`config.mk`:
```
export PLATFORM = sky130hd
export DESIGN_NAME = bba_ctrl
export DESIGN_NICKNAME = d
export VERILOG_FILES = /design/src/rtl/core/bba_pkg.sv /design/src/rtl/core/bba_ctrl.sv
export SDC_FILE = /design/constraint.sdc
export NUM_CORES = 1
export LEC_CHECK = 0
export BUFFER_PORTS_ARGS = -buffer_cell sky130_fd_sc_hd__clkbuf_2
export CORE_AREA = 2 2 39 41
export DETAILED_ROUTE_END_ITERATION = 10
export DIE_AREA = 0 0 41 43
export GPL_TIMING_DRIVEN = 0
export PLACE_DENSITY = 0.68
export SETUP_SLACK_MARGIN = 0.3
export SKIP_LAST_GASP = 1
export SYNTH_ARGS = -nofsm -noshare
export SYNTH_HDL_FRONTEND = slang
export SYNTH_SLANG_ARGS = --single-unit
```
`constraint.sdc`:
```
create_clock -name i_clk -period 1.49 [get_ports i_clk]
set_clock_uncertainty 0.15 [all_clocks]
set_input_delay 0.149 -clock i_clk [delete_from_list [all_inputs] [get_ports i_clk]]
set_output_delay 0.149 -clock i_clk [all_outputs]
set_load 0.05 [all_outputs]
```
`src/rtl/core/bba_pkg.sv`:
```
// shared types, constants and control structs of the buddy allocator
package bba_pkg;

    // default geometry
    localparam int MIN_BYTES_DEF = 8;
    localparam int LEVELS_DEF    = 9;
    localparam int TOP_RESET     = 8;

    // fixed field widths
    localparam int TOP_W    = 4;
    localparam int REQ_W    = 12;
    localparam int GRANT_W  = 11;
    localparam int STATUS_W = 2;

    // free-map memory word: one bit per block, several blocks per row
    localparam int WORD_SHIFT = 4;
    localparam int WORD_BITS  = 1 << WORD_SHIFT;

    // action codes
    localparam logic ACT_ALLOC = 1'b0;
    localparam logic ACT_FREE  = 1'b1;

    typedef enum logic [STATUS_W-1:0] {
        ST_OK        = 2'd0,
        ST_NO_SPACE  = 2'd1,
        ST_TOO_LARGE = 2'd2,
        ST_BAD_ADDR  = 2'd3
    } t_status;

    // controller to datapath
    typedef struct packed {
        logic take;        // latch request, size level and range check
        logic prep;        // free address check and first block index
        logic rd;          // read free-map row of current level and block
        logic grab;        // take lowest free block of read row
        logic split_step;  // go one level down, block index doubles
        logic set_buddy;   // mark upper half free after a split
        logic scan_next;   // next row of the same level
        logic level_up;    // search one level higher
        logic no_space;    // record that no block was found
        logic merge;       // clear free buddy and climb one level
        logic set_own;     // mark the freed (merged) block free
        logic load_out;    // move the result into the output register
    } t_cmd;

    // datapath to controller
    typedef struct packed {
        logic too_large;
        logic bad_free;
        logic is_free;
        logic hit;
        logic last_row;
        logic at_top;
        logic at_want;
        logic buddy_free;
        logic out_free;
    } t_stat;

endpackage

```
`src/rtl/core/bba_ctrl.sv`:
```
// sequencing state machine of the buddy allocator
module bba_ctrl import bba_pkg::*; (
    input  logic  i_clk,
    input  logic  i_rst_n,
    input  logic  i_req_valid,
    output logic  o_req_ready,
    output t_cmd  o_cmd,
    input  t_stat i_stat
);

    typedef enum logic [3:0] {
        S_IDLE,
        S_PREP,
        S_SRD,
        S_SEV,
        S_STEP,
        S_PRD,
        S_PEV,
        S_MRD,
        S_MEV,
        S_DONE
    } t_state;

    t_state r_state;
    t_state n_state;

    assign o_req_ready = (r_state == S_IDLE);

    always_comb begin
        n_state = r_state;
        o_cmd   = '0;
        unique case (r_state)
            S_IDLE: begin
                if (i_req_valid) begin
                    o_cmd.take = 1'b1;
                    n_state    = S_PREP;
                end
            end
            S_PREP: begin
                o_cmd.prep = 1'b1;
                if (i_stat.too_large || i_stat.bad_free) begin
                    n_state = S_DONE;
                end else if (i_stat.is_free) begin
                    n_state = S_MRD;
                end else begin
                    n_state = S_SRD;
                end
            end
            S_SRD: begin
                o_cmd.rd = 1'b1;
                n_state  = S_SEV;
            end
            S_SEV: begin
                if (i_stat.hit) begin
                    o_cmd.grab = 1'b1;
                    n_state    = i_stat.at_want ? S_DONE : S_STEP;
                end else if (!i_stat.last_row) begin
                    o_cmd.scan_next = 1'b1;
                    n_state         = S_SRD;
                end else if (i_stat.at_top) begin
                    o_cmd.no_space = 1'b1;
                    n_state        = S_DONE;
                end else begin
                    o_cmd.level_up = 1'b1;
                    n_state        = S_SRD;
                end
            end
            S_STEP: begin
                o_cmd.split_step = 1'b1;
                n_state          = S_PRD;
            end
            S_PRD: begin
                o_cmd.rd = 1'b1;
                n_state  = S_PEV;
            end
            S_PEV: begin
                o_cmd.set_buddy = 1'b1;
                n_state         = i_stat.at_want ? S_DONE : S_STEP;
            end
            S_MRD: begin
                o_cmd.rd = 1'b1;
                n_state  = S_MEV;
            end
            S_MEV: begin
                if (!i_stat.at_top && i_stat.buddy_free) begin
                    o_cmd.merge = 1'b1;
                    n_state     = S_MRD;
                end else begin
                    o_cmd.set_own = 1'b1;
                    n_state       = S_DONE;
                end
            end
            S_DONE: begin
                if (i_stat.out_free) begin
                    o_cmd.load_out = 1'b1;
                    n_state        = S_IDLE;
                end
            end
            default: begin
                n_state = S_IDLE;
            end
        endcase
    end

    always_ff @(posedge i_clk) begin
        if (!i_rst_n) begin
            r_state <= S_IDLE;
        end else begin
            r_state <= n_state;
        end
    end

endmodule

```
Word-level counts from Yosys, hierarchy flattened
Cells that the tools add are included.
Word-level totals
  register bits: 4
  input bits: 12
  word-level logic and storage cells: 47
Operators by class
  equal/unequal tests: 11
  muxes and demuxes: 29
  reductions and logical operators: 6
Operators by type and width (number)
  $pmux W4 S10: 1
  $mux W4: 8
  $eq A4 B3 Y1 const B: 4
  $mux W1: 15
  $mux W3: 3
  $eq A4 B2 Y1 const B: 2
  $eq A4 B4 Y1 const B: 2
  $eq A4 B1 Y1 const B: 1
  $logic_not A4 Y1: 1
  $mux W2: 2
  $ne A2 B2 Y1 const B: 2
  $reduce_or A3 Y1: 1
  $reduce_and A2 Y1: 1
  $logic_and A1 B1 Y1: 1
  $logic_not A1 Y1: 1
  $logic_or A1 B1 Y1: 1

Longest topological paths before layout
  depth after elaboration: 4
  gate-level depth with buffers: 5
  depth with buffers taken out: 4

Least setup slack after synthesis
OpenSTA, ideal clock, no wires.
  kind: register to output
  start point: register r_state[2]
  end point: output port o_cmd[11] (netlist bit)
  data arrival time: 2.712 ns
  required time: 1.191 ns
  slack: -1.521 ns
  stages on the path, launching flop included: 4
  buffers on the path: 1
  path through: dfxtp_1 > buf_6 > nor4_1 > and2_1
RTL lines
  start, declared: RTL line bba_ctrl.sv:24  | t_state r_state;
  start signal, assigned: RTL line bba_ctrl.sv:109  | r_state <= n_state;
  end, declared: RTL line bba_ctrl.sv:7  | output t_cmd o_cmd,

==> results.py <==
metrics = {
    "synthesis": {
        "yosys.area_share.simple": 0.511,
        "synthAdderAreaFrac": 0,
        "synth_seq_cells": 4,
        "ys_seq_area_frac": 0.169,
        "synth_top_family_by_area": "simple AND/OR/NAND/NOR gates",
        "synth-edff-count": 0,
        "async_flop_share": 0,
        "ys_types": 31,
        "synth_cells": 69,
        "synth_top_area_share": 0.169,
        "muxShareOfSynthArea": 0.0212,
        "synth_compound_area_frac": 0.222,
        "syn_area_per_cell_sq_um": 6.85,
        "syn_area_sq_um": 473,
        "synth_flop_cell": "dfxtp_1",
        "yosys.area.top_type": "dfxtp_1",
        "yosys_warnings": 0,
        "synth-xor-area-share": 0,
        "syn_nets": 81,
        "yosys-top-cells-area": "dfxtp_1, nor2_1, nor3_1",
    },
    "floorplan": {
        "start_util": 0.342,
        "pin_count": 25,
        "die-area_sq_um": 1760,
        "die_h_microns": 43,
        "std_cell_rows": 14,
        "die_w_microns": 41,
        "core_region_area_sq_um": 1380,
    },
    "outcome": {
        "status": "finished, violations left",
        "violations": "setup timing",
    },
    "power": {
        "peakVddDrop_mv": 0.745,
        "power_density_nw_per_um2": 1200,
        "leakagePower_nw": 0.529,
    },
    "clocking": {
        "cts_sinks": 4,
        "worstSkewPairLatency_ps": 240,
        "htree_levels": 1,
        "cts_buffers": 3,
        "path_clk_slew_ps": 40,
        "cts_max_path_buffers": 2,
        "cts_tree": "yes",
        "cts-root-buf": "clkbuf_4",
    },
    "hold_path": {
        "min_from": "i_stat[6]",
        "hp-class": "in -> reg",
        "hold_path_depth": 3,
        "holdPathEnd": "r_state[2]",
    },
    "critical_path": {
        "critPathKind": "reg -> out",
        "worstPathArrival_ps": 1530,
        "crit_path_start": "r_state[3]",
        "r2r_end": "r_state[1]",
        "crit_fanout": 3,
        "r2r-start": "r_state[1]",
        "r2r_slack_ps": -250,
        "cp.required_ps": 1190,
        "reg2reg_depth": 6,
        "critPathLaunchType": "register",
        "endpoint_kind": "output port",
    },
    "timing": {
        "period_needed_ps": 1830,
        "max_freq_mhz": 545,
        "hold_viol": 0,
        "slew_headroom": 0.757,
        "tightest_slew_ps": 363,
        "setup-violations-final": 17,
        "drv_slew": 0,
        "finalCritPeriodShare": 1.23,
        "rsz0062_at_grt": "true",
        "fin_ws_ps": -343,
    },
    "finish": {
        "finalNonFillerCells": 133,
        "drive_gt1_frac": 0.709,
        "largest-register": "r_state",
        "largest_reg_flops": 4,
        "fin_area_sq_um": 1240,
        "nets": 131,
        "area_growth_pct": 163,
        "n_antenna_cell": 0,
        "largestRegisters": "r_state: 4 flops",
        "fill_cells": 53,
    },
    "global_routing": {
        "antenna_found_initial": 0,
        "grt_max_degree": 11,
        "grt_pass1_wl_microns": 3260,
        "track_usage": 0.281,
        "grt_pass1_vias": 741,
        "grt-ovfl-total": 0,
    },
    "route": {
        "post-route-drc-count": 0,
        "drt_first_pass_iters": 4,
        "wl_per_cell_microns": 20.7,
        "drt_iter0_markers": 36,
        "ant_nets": 0,
        "wl_microns": 2750,
        "vias": 800,
        "via_per_inst": 6.02,
    },
    "placed_design": {
        "place_congestion": 0.809,
        "dpl-instance-area_sq_um": 732,
        "place.port_buffers": 24,
        "place_inst": 109,
        "dpl.hpwl_microns": 1080,
    },
    "run": {
        "cap_viol_max_count": 0,
    },
}
-- cells in the final DEF (no fill, tap or decap), types with 2 or more instances in the layout --
cell type  instances
nand2b_1           2
dfxtp_4            3
nand2b_4           4
clkbuf_16          3
nand2_1            5
nor3_4             3
clkbuf_4           3
and2_4             2
clkbuf_8           2
nor3_1             3
buf_4             11
a21oi_1            4
clkbuf_2          11
nor4_4             2
a31oi_1            3
buf_6              7
buf_8             12
o31a_1             2
buf_12             2
inv_1              3
nor2_4             5
o21ai_0            2
nor2_1             4
-- critical path, stage by stage (launching register included) --
cell      delay [ps]
dfxtp_4          340
nand2b_4         140
or3_4            410
nor3b_4          230
buf_8            180
-- cell families after synthesis --
family          count (synthesis)
flops                           4
buf+inv                         7
mux                             1
simple gates                   41
compound gates                 16
-- metal layers --
| metal | track usage | part of all wire |
|---|---|---|
| met5 | 0 | 0 |
| met2 | 0.491 | 0.52 |
| met3 | 0.0524 | 0.060 |
| met1 | 0.282 | 0.35 |
| met4 | 0.167 | 0.063 |
-- power by group --
group          internal, mW  switching (mW)  leakage, nW  total, mW
Combinational         0.559           0.609        0.480       1.17
Sequential            0.140          0.0388       0.0353      0.179
Clock                0.0906          0.0513       0.0138      0.142
Total                 0.790           0.699        0.529       1.49
-- cells in the mapped netlist, types with 2 or more instances --
cell and number:
nor3_1 7, dfxtp_1 4, o31a_1 2, and2_1 2, nand2b_1 4, a21oi_1 4
o21ai_0 3, inv_1 3, a31oi_1 3, nand2_1 6, nor2_1 10, buf_2 2
-- metrics by stage --
stage | hold slack [ps] | worst slack [ps] | setup TNS, ps | utilization | power, mW
floorplan | 127 | -227 | -1120 | - | 0.692
global placement | 235 | -236 | -906 | 0.529 | 0.808
detailed placement | 236 | -237 | -911 | 0.529 | 0.813
CTS | 41.6 | -338 | -2060 | 0.832 | 1.32
global route | 71.3 | -370 | -3740 | 0.899 | 1.53
finish | 46.7 | -343 | -3290 | 0.899 | 1.49
-- cell type report --
cell class / count / area (sq um) / area share
buffer: 4 / 66.3 / 0.0533
clock buffer: 3 / 22.5 / 0.0181
inverter: 3 / 11.3 / 0.00905
multi-input combinational: 58 / 548 / 0.441
sequential: 4 / 92.6 / 0.0744
tap: 16 / 20.0 / 0.0161
timing repair buffer: 45 / 483 / 0.388
-- timing repair --
item	in CTS	in global routing
setup endpoints to repair	17	17
pin swaps	12	11
hold buffers	1	0
endpoints found under the hold margin	1	0
buffers inserted	14	6
gates resized for setup	60	14
-- how the worst max path moves through the flow --
stage                endpoint  cells past startpoint  slack, ps
CTS                  o_cmd[4]                      4       -340
floorplan           o_cmd[11]                      2       -230
detailed placement   o_cmd[4]                      4       -240
finish               o_cmd[4]                      4       -340
global route         o_cmd[4]                      4       -370
global placement     o_cmd[4]                      4       -240
Power figures use the tool's default switching activity.
