## src/rtl/core/bba_pkg.sv

```systemverilog
// shared types, constants and control structs of the buddy allocator
package bba_pkg;

    // default geometry
    localparam int MIN_BYTES_DEF = 8;
    localparam int LEVELS_DEF    = 9;
    localparam int TOP_RESET     = 8;

    // fixed field widths
    localparam int TOP_W    = 4;
    localparam int REQ_W    = 12;
    localparam int GRANT_W  = 11;
    localparam int STATUS_W = 2;

    // free-map memory word: one bit per block, several blocks per row
    localparam int WORD_SHIFT = 4;
    localparam int WORD_BITS  = 1 << WORD_SHIFT;

    // action codes
    localparam logic ACT_ALLOC = 1'b0;
    localparam logic ACT_FREE  = 1'b1;

    typedef enum logic [STATUS_W-1:0] {
        ST_OK        = 2'd0,
        ST_NO_SPACE  = 2'd1,
        ST_TOO_LARGE = 2'd2,
        ST_BAD_ADDR  = 2'd3
    } t_status;

    // controller to datapath
    typedef struct packed {
        logic take;        // latch request, size level and range check
        logic prep;        // free address check and first block index
        logic rd;          // read free-map row of current level and block
        logic grab;        // take lowest free block of read row
        logic split_step;  // go one level down, block index doubles
        logic set_buddy;   // mark upper half free after a split
        logic scan_next;   // next row of the same level
        logic level_up;    // search one level higher
        logic no_space;    // record that no block was found
        logic merge;       // clear free buddy and climb one level
        logic set_own;     // mark the freed (merged) block free
        logic load_out;    // move the result into the output register
    } t_cmd;

    // datapath to controller
    typedef struct packed {
        logic too_large;
        logic bad_free;
        logic is_free;
        logic hit;
        logic last_row;
        logic at_top;
        logic at_want;
        logic buddy_free;
        logic out_free;
    } t_stat;

endpackage

```

## src/rtl/core/bba_dpath.sv

```systemverilog
// free-map memory, block/level registers and result register of the buddy allocator
module bba_dpath import bba_pkg::*; #(
    parameter int MIN_BLOCK_BYTES = MIN_BYTES_DEF,
    parameter int LEVEL_COUNT     = LEVELS_DEF
) (
    input  logic                i_clk,
    input  logic                i_rst_n,
    input  t_cmd                i_cmd,
    output t_stat               o_stat,
    input  logic                i_cfg_valid,
    input  logic [TOP_W-1:0]    i_cfg_top_level,
    input  logic                i_action,
    input  logic [REQ_W-1:0]    i_request_bytes,
    input  logic [REQ_W-1:0]    i_block_offset,
    output logic                o_rsp_valid,
    input  logic                i_rsp_ready,
    output logic [GRANT_W-1:0]  o_granted_offset,
    output logic [STATUS_W-1:0] o_status
);

    localparam int LW   = (LEVEL_COUNT > 1) ? $clog2(LEVEL_COUNT) : 1;
    localparam int BW   = (LEVEL_COUNT > 1) ? LEVEL_COUNT - 1 : 1;
    localparam int S    = WORD_SHIFT;
    localparam int W    = WORD_BITS;
    localparam int PW   = $clog2(MIN_BLOCK_BYTES + 1) + LEVEL_COUNT;
    localparam int XW   = (PW > REQ_W + 1) ? PW : REQ_W + 1;
    localparam int CW0  = (BW + 1 > S + 1) ? BW + 1 : S + 1;
    localparam int CW   = CW0 + 1;
    localparam int TOP_INIT = (TOP_RESET > LEVEL_COUNT - 1) ? LEVEL_COUNT - 1 : TOP_RESET;

    function automatic int f_level_rows(int lv);
        return (LEVEL_COUNT - 1 - lv >= S) ? (1 << (LEVEL_COUNT - 1 - lv - S)) : 1;
    endfunction

    function automatic int f_total_rows();
        int acc;
        acc = 0;
        for (int lv = 0; lv < LEVEL_COUNT; lv++) begin
            acc += f_level_rows(lv);
        end
        return acc;
    endfunction

    localparam int ROWS = f_total_rows();
    localparam int RW   = (ROWS > 1) ? $clog2(ROWS) : 1;

    function automatic logic [LEVEL_COUNT-1:0][RW-1:0] f_bases();
        logic [LEVEL_COUNT-1:0][RW-1:0] b;
        int acc;
        acc = 0;
        for (int lv = 0; lv < LEVEL_COUNT; lv++) begin
            b[lv] = RW'(acc);
            acc  += f_level_rows(lv);
        end
        return b;
    endfunction

    localparam logic [LEVEL_COUNT-1:0][RW-1:0] ROW_BASE = f_bases();

    // config and request registers
    logic [LW-1:0]      r_top;
    logic               r_act;
    logic [REQ_W-1:0]   r_offset;
    logic [LW-1:0]      r_lv;
    logic [LW-1:0]      r_want;
    logic [BW-1:0]      r_blk;
    t_status            r_status;

    // free-map storage
    logic [W-1:0]       r_mem [ROWS];
    logic [ROWS-1:0]    r_row_vld;
    logic [W-1:0]       r_rdata;
    logic               r_rd_vld;
    logic               r_rd_top;

    // result register
    logic               r_rsp_valid;
    logic [GRANT_W-1:0] r_granted;
    t_status            r_rsp_status;

    logic [XW-1:0]      pool;
    logic [XW-1:0]      req_x;
    logic [LW-1:0]      want_lv;
    logic [XW-1:0]      off_x;
    logic [XW-1:0]      sh_x;
    logic [XW-1:0]      low_mask;
    logic [XW-1:0]      blk_q;
    logic [XW-1:0]      blk_r;
    logic               bad_free;
    logic [W-1:0]       word;
    logic [S-1:0]       hit_idx;
    logic [S-1:0]       bit_idx;
    logic [S-1:0]       buddy_idx;
    logic [CW-1:0]      lvl_count;
    logic [RW-1:0]      row;
    logic               wr_en;
    logic [W-1:0]       wr_data;
    logic [XW-1:0]      grant_x;

    assign pool  = XW'(MIN_BLOCK_BYTES) << r_top;
    assign req_x = XW'(i_request_bytes);

    // smallest level whose block holds the request
    always_comb begin
        want_lv = '0;
        for (int lv = LEVEL_COUNT - 1; lv >= 0; lv--) begin
            if (req_x <= (XW'(MIN_BLOCK_BYTES) << lv)) begin
                want_lv = LW'(lv);
            end
        end
    end

    // free address: inside pool and aligned to its block size
    assign off_x    = XW'(r_offset);
    assign sh_x     = off_x >> r_want;
    assign low_mask = (XW'(1) << r_want) - XW'(1);
    assign blk_q    = sh_x / XW'(MIN_BLOCK_BYTES);
    assign blk_r    = sh_x % XW'(MIN_BLOCK_BYTES);
    assign bad_free = (off_x >= pool) || ((off_x & low_mask) != '0) || (blk_r != '0);

    // a row never written reads as after pool init: only the top block free
    assign word = r_rd_vld ? r_rdata : W'(r_rd_top);

    always_comb begin
        hit_idx = '0;
        for (int i = W - 1; i >= 0; i--) begin
            if (word[i]) begin
                hit_idx = S'(i);
            end
        end
    end

    assign bit_idx   = S'(r_blk);
    assign buddy_idx = bit_idx ^ S'(1);
    assign lvl_count = CW'(1) << (r_top - r_lv);
    assign row       = ROW_BASE[r_lv] + RW'(r_blk >> S);

    assign wr_en = i_cmd.grab | i_cmd.set_buddy | i_cmd.merge | i_cmd.set_own;

    always_comb begin
        wr_data = word;
        if (i_cmd.grab) begin
            wr_data = word & ~(W'(1) << hit_idx);
        end else if (i_cmd.set_buddy) begin
            wr_data = word | (W'(1) << buddy_idx);
        end else if (i_cmd.merge) begin
            wr_data = word & ~(W'(1) << buddy_idx);
        end else if (i_cmd.set_own) begin
            wr_data = word | (W'(1) << bit_idx);
        end
    end

    assign grant_x = (XW'(r_blk) << r_want) * XW'(MIN_BLOCK_BYTES);

    always_comb begin
        o_stat            = '0;
        o_stat.too_large  = (r_status == ST_TOO_LARGE);
        o_stat.bad_free   = (r_act == ACT_FREE) && bad_free;
        o_stat.is_free    = (r_act == ACT_FREE);
        o_stat.hit        = |word;
        o_stat.last_row   = (CW'(r_blk) + CW'(W)) >= lvl_count;
        o_stat.at_top     = (r_lv == r_top);
        o_stat.at_want    = (r_lv == r_want);
        o_stat.buddy_free = word[buddy_idx];
        o_stat.out_free   = !r_rsp_valid || i_rsp_ready;
    end

    // memory port: one write or one read per cycle
    always_ff @(posedge i_clk) begin
        if (wr_en) begin
            r_mem[row] <= wr_data;
        end
        if (i_cmd.rd) begin
            r_rdata  <= r_mem[row];
            r_rd_vld <= r_row_vld[row];
            r_rd_top <= (row == ROW_BASE[r_top]);
        end
    end

    always_ff @(posedge i_clk) begin
        if (!i_rst_n) begin
            r_top     <= LW'(TOP_INIT);
            r_row_vld <= '0;
        end else if (i_cfg_valid) begin
            r_top     <= (int'(i_cfg_top_level) > LEVEL_COUNT - 1) ?
                         LW'(LEVEL_COUNT - 1) : LW'(i_cfg_top_level);
            r_row_vld <= '0;
        end else if (wr_en) begin
            r_row_vld[row] <= 1'b1;
        end
    end

    always_ff @(posedge i_clk) begin
        if (i_cmd.take) begin
            r_act    <= i_action;
            r_offset <= i_block_offset;
            r_want   <= want_lv;
            r_lv     <= want_lv;
            r_status <= (req_x > pool) ? ST_TOO_LARGE : ST_OK;
        end
        if (i_cmd.prep) begin
            r_blk <= (r_act == ACT_FREE) ? BW'(blk_q) : '0;
            if (r_status == ST_OK && r_act == ACT_FREE && bad_free) begin
                r_status <= ST_BAD_ADDR;
            end
        end
        if (i_cmd.grab) begin
            r_blk <= r_blk + BW'(hit_idx);
        end
        if (i_cmd.split_step) begin
            r_lv  <= r_lv - LW'(1);
            r_blk <= r_blk << 1;
        end
        if (i_cmd.scan_next) begin
            r_blk <= r_blk + BW'(W);
        end
        if (i_cmd.level_up) begin
            r_lv  <= r_lv + LW'(1);
            r_blk <= '0;
        end
        if (i_cmd.merge) begin
            r_lv  <= r_lv + LW'(1);
            r_blk <= r_blk >> 1;
        end
        if (i_cmd.no_space) begin
            r_status <= ST_NO_SPACE;
        end
    end

    always_ff @(posedge i_clk) begin
        if (!i_rst_n) begin
            r_rsp_valid <= 1'b0;
        end else if (i_cmd.load_out) begin
            r_rsp_valid <= 1'b1;
        end else if (i_rsp_ready) begin
            r_rsp_valid <= 1'b0;
        end
    end

    always_ff @(posedge i_clk) begin
        if (i_cmd.load_out) begin
            r_rsp_status <= r_status;
            r_granted    <= (r_act == ACT_ALLOC && r_status == ST_OK) ?
                            GRANT_W'(grant_x) : '0;
        end
    end

    assign o_rsp_valid      = r_rsp_valid;
    assign o_granted_offset = r_granted;
    assign o_status         = r_rsp_status;

endmodule

```

## config.mk

```make
export PLATFORM = sky130hd
export DESIGN_NAME = bba_dpath
export DESIGN_NICKNAME = d
export VERILOG_FILES = /design/src/rtl/core/bba_pkg.sv /design/src/rtl/core/bba_dpath.sv
export SDC_FILE = /design/constraint.sdc
export NUM_CORES = 1
export LEC_CHECK = 0
export BUFFER_PORTS_ARGS = -buffer_cell sky130_fd_sc_hd__buf_4
export CAP_MARGIN = 20
export CELL_PAD_IN_SITES_DETAIL_PLACEMENT = 0
export CELL_PAD_IN_SITES_GLOBAL_PLACEMENT = 2
export CORE_ASPECT_RATIO = 0.5
export CORE_UTILIZATION = 41
export CTS_CLUSTER_DIAMETER = 50
export DETAILED_ROUTE_END_ITERATION = 10
export PLACE_DENSITY_LB_ADDON = 0.1
export SYNTH_ARGS = -nofsm -noshare
export SYNTH_HDL_FRONTEND = slang
export SYNTH_SLANG_ARGS = --single-unit
export TNS_END_PERCENT = 1
```

## constraint.sdc

```tcl
create_clock -name i_clk -period 3.5 [get_ports i_clk]
set_input_delay 0.175 -clock i_clk [delete_from_list [all_inputs] [get_ports i_clk]]
set_output_delay 0.175 -clock i_clk [all_outputs]
set_load 0.005 [all_outputs]
```

# Word-level counts from Yosys, hierarchy flattened

Memories as Yosys holds them, arrays and structs flattened. A register that Yosys moved wholly into a read port is not among the register bits.
Index checks and enable logic that the tools add are counted.

Add/sub/neg operators: 8
Magnitude comparators: 18
Equal/unequal tests: 4
Shift-type cells: 8
Mux-type cells: 61
Bitwise operators: 14
Reductions and logical operators: 19

Operators with widths:

| cell                                                                                | number |
|---|---|
| 4-bit 2-to-1 mux                                                                    | 33 |
| 16-bit 2-to-1 mux                                                                   | 5 |
| 1-bit by 4-bit << shifter with 16-bit output (first input constant)                 | 3 |
| 8-bit 2-to-1 mux                                                                    | 5 |
| 35-bit OR                                                                           | 1 |
| 16-bit AND                                                                          | 2 |
| 16-bit NOT                                                                          | 2 |
| 16-bit OR                                                                           | 2 |
| 13-bit nonzero test                                                                 | 2 |
| 16-bit OR reduction                                                                 | 1 |
| 4-bit by 5-bit less-than comparator with 1-bit output (second input constant)       | 3 |
| 7-bit 2-to-1 mux                                                                    | 2 |
| 12-bit by 13-bit AND with 13-bit output                                             | 1 |
| 12-bit by 13-bit greater-or-equal comparator with 1-bit output                      | 1 |
| 12-bit by 13-bit greater-than comparator with 1-bit output                          | 1 |
| 1-bit by 4-bit << shifter with 13-bit output (first input constant)                 | 1 |
| 4-bit by 4-bit << shifter with 13-bit output (first input constant)                 | 1 |
| 13-bit by 2-bit subtractor with 13-bit output (second input constant)               | 1 |
| 12-bit by 10-bit less-or-equal comparator with 1-bit output (second input constant) | 1 |
| 12-bit by 11-bit less-or-equal comparator with 1-bit output (second input constant) | 1 |
| 12-bit less-or-equal comparator (second input constant)                             | 1 |
| 12-bit by 4-bit less-or-equal comparator with 1-bit output (second input constant)  | 1 |
| 12-bit by 5-bit less-or-equal comparator with 1-bit output (second input constant)  | 1 |
| 12-bit by 6-bit less-or-equal comparator with 1-bit output (second input constant)  | 1 |
| 36 further kinds                                                                    | 59 |

Register bits after elaboration: 86
Memory bits (writable): 560
Bits in read-only memories: 192
Bits of input ports: 45
Output and inout port bits: 23
Word-level logic and storage cells: 150
Memories: 3

Memory list:

| memory           | words | bits a word | rd ports | clocked after Yosys merged registers in | wr ports | line             | source |
|---|---|---|---|---|---|---|---|
| r_mem            | 35    | 16          | 1        | 1                                       | 1        | bba_dpath.sv:70  | `logic [W-1:0] r_mem [ROWS];` |
| (name not given) | 16    | 6           | 1        | 1                                       | 0        | bba_dpath.sv:176 | `r_rd_top <= (row == ROW_BASE[r_top]);` |
| (name not given) | 16    | 6           | 1        | 1                                       | 0        | bba_dpath.sv:136 | `assign row = ROW_BASE[r_lv] + RW'(r_blk >> S);` |

# Longest topological paths before layout

Gate-level depths: netlist of run 1.

Word-level depth: 23
Depth in mapped cells: 16
Gate-level depth less buffers: 16

# Worst setup path after synthesis of run 1

Ideal clock, no wire load.

Path type: flip-flop to flip-flop
From: register r_rdata[5], read port of r_mem
To: memory r_mem[0][5] in the netlist's numbering (data pin)
Library setup time: 0.503 ns
Arrival time: 3.218 ns
Required time: 2.997 ns
Slack: -0.221 ns
Stages on the path, launching flop included: 6
Path buffers: 0
Clock period less this slack: 3.721 ns
Cells stage by stage: edfxtp_1 or4_1 or2_2 nor2_1 nor3b_1 a221oi_1

Cells in the longest elaborated chain, start to end: 11
Elaborated cells on any way between the ends: 17
Classes of those cells: 1 x shift; 11 x mux; 5 x bitwise

Ends and longest elaborated chain:

| what                                         | line             | source |
|---|---|---|
| from (decl)                                  | bba_dpath.sv:72  | `logic [W-1:0] r_rdata;` |
| 16-bit 2-to-1 mux (*)                        | bba_dpath.sv:122 | `assign word = r_rd_vld ? r_rdata : W'(r_rd_top);` |
| 4-bit 2-to-1 mux (6 in a row)                | bba_dpath.sv:127 | `if (word[i]) begin` |
| 1-bit by 4-bit << shifter with 16-bit output | bba_dpath.sv:143 | `wr_data = word & ~(W'(1) << hit_idx);` |
| 16-bit NOT                                   | bba_dpath.sv:143 |  |
| 16-bit AND                                   | bba_dpath.sv:143 |  |
| 16-bit 2-to-1 mux (*)                        | bba_dpath.sv:142 | `if (i_cmd.grab) begin` |
| net wr_data[5]                               | bba_dpath.sv:97  | `logic [W-1:0] wr_data;` |
| to (decl)                                    | bba_dpath.sv:70  |  |

The timed path passes the listed nets; every way through them passes the cells marked *.

==> results of run 1 <==
-- worst min path at each step --
| stage | startpoint | slack, ps | end |
|---|---|---|---|
| 2_1_floorplan | i_cmd[3] | 240 | r_status[1] |
| 3_3_place_gp | i_cmd[3] | 350 | r_status[1] |
| 3_5_place_dp | i_cmd[3] | 350 | r_status[1] |
| 4_1_cts | i_cmd[7] | 20 | r_blk[3] |
| 5_1_grt | i_request_bytes[10] | 70 | r_want[3] |
| 6_report | i_request_bytes[10] | 60 | r_want[3] |
-- sequential cells by signal (all words and copies together), names as in the netlist, 8 cells and up, named ones only --
register,count
r_mem,560
r_blk,8
r_offset,12
r_rdata,16
r_row_vld,35
o_granted_offset,8
-- worst register-to-register path: stages, from the launching register on --
cell	delay, ps
edfxtp_1	390
ha_1	240
fa_1	460
xnor2_1	230
buf_4	220
nor3_2	70
buf_12	190
buf_4	250
a222oi_1	380
and3_1	220
o22ai_1	160
or4_1	530
-- timing repair --
item                                   CTS  global route
buffers inserted                         4             2
resized for setup                       28             7
pin swaps                               14             6
hold buffers                            31             0
setup endpoints to repair               15            41
endpoints found under the hold margin   78             0
-- power breakdown --
part	internal [mW]	switching (mW)	total [mW]
clock network	4.19	3.14	7.34
logic	2.93	5.14	8.07
registers	9.92	0.406	10.3
total	17.0	8.69	25.7
-- cell families after synthesis --
kind of cell / share of synthesized area, %
AOI/OAI and AO/OA: 16.0
xor gates and xnor gates: 0.835
adders and majority gates: 2.25
buffers and inverters: 2.20
DFF: 69.6
muxes: 2.21
other: 0.0133
and+or+nand+nor: 6.94
-- placed cells by master (no fill, tap or decap), drive strengths merged, types with 8 or more instances in the layout --
cell type and n:
or2 8, and3 8, or4 21, a221oi 17, dfxtp 55, a211oi 14
a31oi 10, a222oi 12, a311oi 11, buf 264, mux2i 43, a21o 8
nor2b 18, inv 35, a21oi 98, nand2 105, and4 8, clkbuf 68
o21a 38, a22oi 249, nor3 21, nor2 122, ha 45, xor2 12
edfxtp 616, nand2b 13, bufinv 12, a41oi 50, clkinv 29, nand3 21
nand3b 9, o21ai 44, nor3b 9, dlygate4sd3 31, o22ai 25, xnor2 14
-- layer usage --
layer | share of wire [%] | global-route usage, % | wire length [µm]
met1 | 46 | 36.9 | 40200
met5 | 0 | 0 | 0
met2 | 45 | 38.6 | 39900
met4 | 1.5 | 5.12 | 1350
met3 | 7.1 | 3.75 | 6220
-- layout make-up --
class / count / area, µm²
Multi-Input combinational cell: 1152 / 8500
Tap cell: 897 / 1120
Clock inverter: 48 / 621
Antenna cell: 3 / 7.51
Timing Repair Buffer: 295 / 2960
Clock buffer: 68 / 1580
Fill cell: 5702 / 32900
Sequential cell: 671 / 19600
Inverter: 30 / 113
==> summary.md, run 1 <==
| Metric | Value |
|---|---|
| Status | `complete, but fails checks` |
| Failing checks | `setup timing` |
| Top-count cell post-synth | `edfxtp_1` |
| CTS tree | `yes` |
| Worst Setup End Kind | `primary output` |
| RR Startpoint | `r_blk[4]` |
| LEAKAGE | `11.4 nW` |
| Unique masters post-synth | `77` |
| Fmax | `279 MHz` |
| Total stage count of the critical path | `16` |
| Syn avg cell area | `14.2 µm²` |
| CP max-delay cell | `edfxtp_1` |
| Placed Instances | `3008` |
| Worst Hold Depth | `3` |
| Drt total wl | `87700 µm` |
| Area of placed instances | `31800 µm²` |
| Initial antenna violation count | `4` |
| Worst ir drop on vdd | `0.384 mV` |
| Via count | `18.8k` |
| Place WS | `-153 ps` |
| Final Util | `51.2%` |
| Syn-to-layout area delta | `22.5%` |
| # IOs | `68` |
| DR WL/cell | `27.7 µm` |
| Vias in the first global route | `18.2k` |
| Critical Path RT | `3320 ps` |
| Total Power | `25.7 mW` |
| Fin. Hold Viols | `0` |
| Worst path max stage delay | `400 ps` |
| Cell taking the most area after synthesis | `edfxtp_1` |
| Final WS setup | `-81.5 ps` |
| Sequential area share after synthesis | `69.6%` |
| Critical-path cell list | `inv_2 -> ha_4 -> a21o_1 -> a21oi_2 -> xnor2_2 -> and2_4 -> and3_4 -> ha_4 -> nand2b_4 -> a21o_1 -> a21o_1 -> a211oi_2 -> o21ai_1 -> o211ai_1 -> a21oi_1 -> buf_4` |
| Clock Latency Late Sink | `670 ps` |
| CTS Sinks | `671` |
| Vias per Instance | `5.95` |
| Die extent in y | `187 µm` |
| Fin Setup TNS | `-113 ps` |
| CP max FO | `3` |
| Startpoint Class | `flip-flop` |
| # H-tree levels | `2` |
| Grt ovf | `0` |
| Fin crit share | `102%` |
| R2R cell count | `11` |
| GPL Wtd Cong | `0.821` |
| Delay-heaviest family, CP | `compound AO/OA/AOI/OAI gates` |
| Share of the synthesized area in the top cell type | `65.7%` |
| Fin. max-slew vios | `0` |
| CP arrival | `3410 ps` |
| Seq cells post-synth | `671` |
| Tmin final | `3580 ps` |
| Pwr/cell area | `746 nW/µm²` |
| Worst Setup EP | `o_stat[4]` |
| DIE AREA | `69800 µm²` |
| Setup CP Type | `flip-flop to primary output` |
| Crit path launch | `r_lv[1]` |
| Nets | `2304` |
| Final setup violation count | `2` |
| Worst clock skew | `47.8 ps` |
| Reg-to-reg slack, setup | `-30 ps` |
| Async set or reset register ratio after synthesis | `0%` |
| Slew Limit Headroom | `39.1%` |
| Drt first pass iters | `7` |
| Num rows | `67` |
| Ys Warns | `0` |
| Most used DFF post-synth | `edfxtp_1` |
| Clock root cell | `clkbuf_16` |
| Post-synth top cells | `edfxtp_1 (616), a22oi_1 (249), nor2_1 (121)` |
| Core area | `67400 µm²` |
| Clock transition at path regs | `60 ps` |
| Post-Synthesis Cell Area | `28200 µm²` |
| FF-to-FF End | `r_rdata[13]` |
| WP buf/inv | `2` |
| Max-cap violations | `0` |
| PortBufs | `64` |
| Layout cells sized above 1 | `20.9%` |
| Largest net degree at the start of global routing | `48` |
| Die Wd | `373 µm` |
| Post-Syn Instances | `1978` |
| Hold WS | `61.8 ps` |
| Routed Antenna Nets | `0` |
| DP Wirelength | `55800 µm` |
| Final Non-Filler Cells | `3164` |
| CTS Buf Count | `61` |
| Gr usage total | `24.8%` |
| Number of enable flip-flop cells after synthesis | `616` |
| CP dominant cell by count | `a21o_1` |
| Global-route wire length before repair | `127000 µm` |
| Initial DRC Count | `1770` |
| DRC Markers | `0` |
| Hold Crit Class | `input pin to flip-flop` |
| RSZ-0062 raised after global routing | `yes` |
| Worst Tran Pin Value | `911 ps` |
| CTS max path bufs | `3` |
| Final instance area | `34500 µm²` |
| Starting Density | `41.8%` |
| Largest cells by area after synthesis | `edfxtp_1 (66%), a22oi_1 (6.6%), dfxtp_1 (3.9%)` |
No activity file was read; power rests on OpenSTA's default activity.
==> inputs of run 2 (changes only) <==
==> constraint.sdc (replaced) <==
create_clock -name i_clk -period 3.5 [get_ports i_clk]
set_input_delay 0.35 -clock i_clk [delete_from_list [all_inputs] [get_ports i_clk]]
set_output_delay 0.35 -clock i_clk [all_outputs]
set_load 0.005 [all_outputs]
==> run 2 against run 1 <==
The run still ends with setup timing left. Die area stayed put. Final cell count is 0.28% lower. Clock power is 5.3% lower. Clock skew is 8.8 ps lower. Worst setup slack worse by 170 ps. Core utilization is 0.26 points lower. Sequential power hardly changed. Routed wire length is 0.10% lower. Combinational power is 0.9% lower. Largest power group unchanged. Maximum frequency is 4.4% lower. Clock-buffer cell count is 9 higher. Flip-flop and latch count stayed put.
==> summary.md, run 2 (same netlist as run 1, synthesis figures left out) <==
| Metric | Value |
|---|---|
| Status | `complete, but fails checks` |
| Failing checks | `setup timing` |
| Commonest cells after routing, fill and taps aside | `edfxtp_1 (616), a22oi_1 (249), buf_4 (210)` |
| Worst Setup End Kind | `primary output` |
| Gr usage total | `25.0% (+0.16 points)` |
| Commonest non-fill, non-tap cell in the layout | `edfxtp_1` |
| Fin. Hold Viols | `0 (unchanged)` |
| Clock transition at path regs | `70 ps (about the same)` |
| Pwr/cell area | `737 nW/µm² (-1.2%)` |
| DP Wirelength | `54900 µm (-1.6%)` |
| Critical Path RT | `3150 ps (-170 ps)` |
| CP max-delay cell | `edfxtp_1` |
| Die Wd | `373 µm (unchanged)` |
| CP dominant cell by count | `a21o_1` |
| Vias in the first global route | `18.2k (-0.099%)` |
| Final instance area | `34300 µm² (-0.50%)` |
| DRC Markers | `0 (unchanged)` |
| Nets | `2294 (-0.43%)` |
| Hold Crit Class | `input pin to flip-flop` |
| Grt ovf | `0 (unchanged)` |
| Placed Instances | `3016 (+0.27%)` |
| Vias per Instance | `5.94 (-0.18%)` |
| Initial DRC Count | `1670 (-5.6%)` |
| Setup CP Type | `flip-flop to primary output` |
| DIE AREA | `69800 µm² (unchanged)` |
| Critical-path cell list | `inv_2 -> ha_4 -> a21o_1 -> a21oi_2 -> xnor2_2 -> and2_4 -> and3_4 -> ha_4 -> nand2b_4 -> a21o_1 -> a21o_1 -> a211oi_2 -> o21ai_1 -> o211ai_1 -> a21oi_1 -> buf_4` |
| Worst Tran Pin Value | `931 ps (+19.2 ps)` |
| CTS max path bufs | `3 (unchanged)` |
| Final setup violation count | `1 (-1)` |
| Largest net degree at the start of global routing | `41 (-15%)` |
| CP arrival | `3400 ps (about the same)` |
| Fin crit share | `107% (+4.7 points)` |
| Largest regs | `r_mem: 560 flops, r_row_vld: 35 flops, r_rdata: 16 flops` |
| Worst ir drop on vdd | `0.456 mV (+19%)` |
| Area of placed instances | `31900 µm² (+0.41%)` |
| Core area | `67400 µm² (unchanged)` |
| GPL Wtd Cong | `0.828 (+0.89%)` |
| Clock root cell | `clkbuf_16` |
| CP max FO | `2 (-1)` |
| Drt total wl | `87600 µm (-0.10%)` |
| Fin. max-slew vios | `0 (unchanged)` |
| Top reg by flops | `r_mem` |
| Final Non-Filler Cells | `3155 (-0.28%)` |
| DR WL/cell | `27.8 µm (+0.18%)` |
| CTS tree | `yes` |
| PortBufs | `64 (unchanged)` |
| Die extent in y | `187 µm (unchanged)` |
| # IOs | `68 (unchanged)` |
| Clock Latency Late Sink | `670 ps (about the same)` |
| Starting Density | `41.8% (unchanged)` |
| Routed Antenna Nets | `0 (unchanged)` |
| Startpoint Class | `flip-flop` |
| Max reg flops | `560 (unchanged)` |
| Drt first pass iters | `7 (unchanged)` |
| LEAKAGE | `11.3 nW (-1.1%)` |
| Syn-to-layout area delta | `21.9%` |
| CTS Sinks | `671 (unchanged)` |
| Worst clock skew | `39.0 ps (-8.75 ps)` |
| Max-cap violations | `0 (unchanged)` |
| Fin Setup TNS | `-247 ps (-134 ps)` |
| Initial antenna violation count | `12 (+8)` |
| Slew Limit Headroom | `37.9% (-1.2 points)` |
| Worst path max stage delay | `400 ps (about the same)` |
| Num rows | `67 (unchanged)` |
| Tmin final | `3750 ps (+165 ps)` |
| Via count | `18.7k (-0.46%)` |
| Layout cells sized above 1 | `21.0% (+0.10 points)` |
| RSZ-0062 raised after global routing | `yes` |
| CTS Buf Count | `61 (unchanged)` |
| Fmax | `267 MHz (-4.4%)` |
| Final WS setup | `-247 ps (-165 ps)` |
| # H-tree levels | `2 (unchanged)` |
| Reg-to-reg slack, setup | `70 ps (+100 ps)` |
| Global-route wire length before repair | `128000 µm (about the same)` |
| Final Util | `50.9% (-0.26 points)` |
## run 2: worst max-delay path, delay by kind of cell, from the launching register on
| family | cells | cell delay, ps |
|---|---|---|
| AOI/OAI and AO/OA | 8 | 1080 |
| xor gates and xnor gates | 1 | 160 |
| adders and majority gates | 2 | 390 |
| buffers and inverters | 2 | 230 |
| DFF | 1 | 400 |
| and+or+nand+nor | 3 | 490 |
## run 2: final cells by class
type                            count  area (µm²)
Inverter                           30         113
Clock buffer                       77        1620
Multi-Input combinational cell   1152        8490
Fill cell                        5733       33100
Clock inverter                     38         452
Tap cell                          897        1120
Sequential cell                   671       19600
Antenna cell                        5        12.5
Timing Repair Buffer              285        2920
## run 2: final timing paths
check / startpoint / to / cells after the start
worst min-delay path: i_cmd[0] / o_granted_offset[7] / 1
worst max register to register: r_blk[4] / r_rdata[8] / 11
worst min register to register: r_row_vld[10] / r_row_vld[10] / 1
worst max-delay path: r_lv[1] / o_stat[4] / 16
## run 2: metrics by stage
step / hold slack, ps / power, mW / setup slack [ps]
6_report: 34.4 / 25.3 / -247
5_1_grt: 43.5 / 26.3 / -476
4_1_cts: 6.65 / 25.3 / -325
3_5_place_dp: 454 / 18.3 / -73.4
3_3_place_gp: 448 / 18.3 / -33.5
2_1_floorplan: 419 / 14.2 / -221
## run 2: power breakdown
part,total [mW],leakage [nW],internal (mW),switching [mW]
logic,8.00,4.13,2.94,5.06
registers,10.3,6.17,9.92,0.428
clock network,6.95,0.996,3.84,3.11
## run 2: routing by layer
layer | vias to the layer above | share of wire [%] | global-route usage [%]
met5 | - | 0.066 | 0
li1 | 8451 | - | -
met2 | 698 | 44 | 37.8
met4 | 8 | 2.4 | 7.42
met1 | 9452 | 45 | 35.7
met3 | 136 | 8.6 | 6.04
## run 2: what timing repair did
action / CTS / global route
buffers inserted: 2 / 0
pin swaps: 12 / 2
resized for setup: 17 / 15
hold endpoints to repair: 17 / 0
endpoints found under the setup margin: 5 / 23
hold buffers: 16 / 0
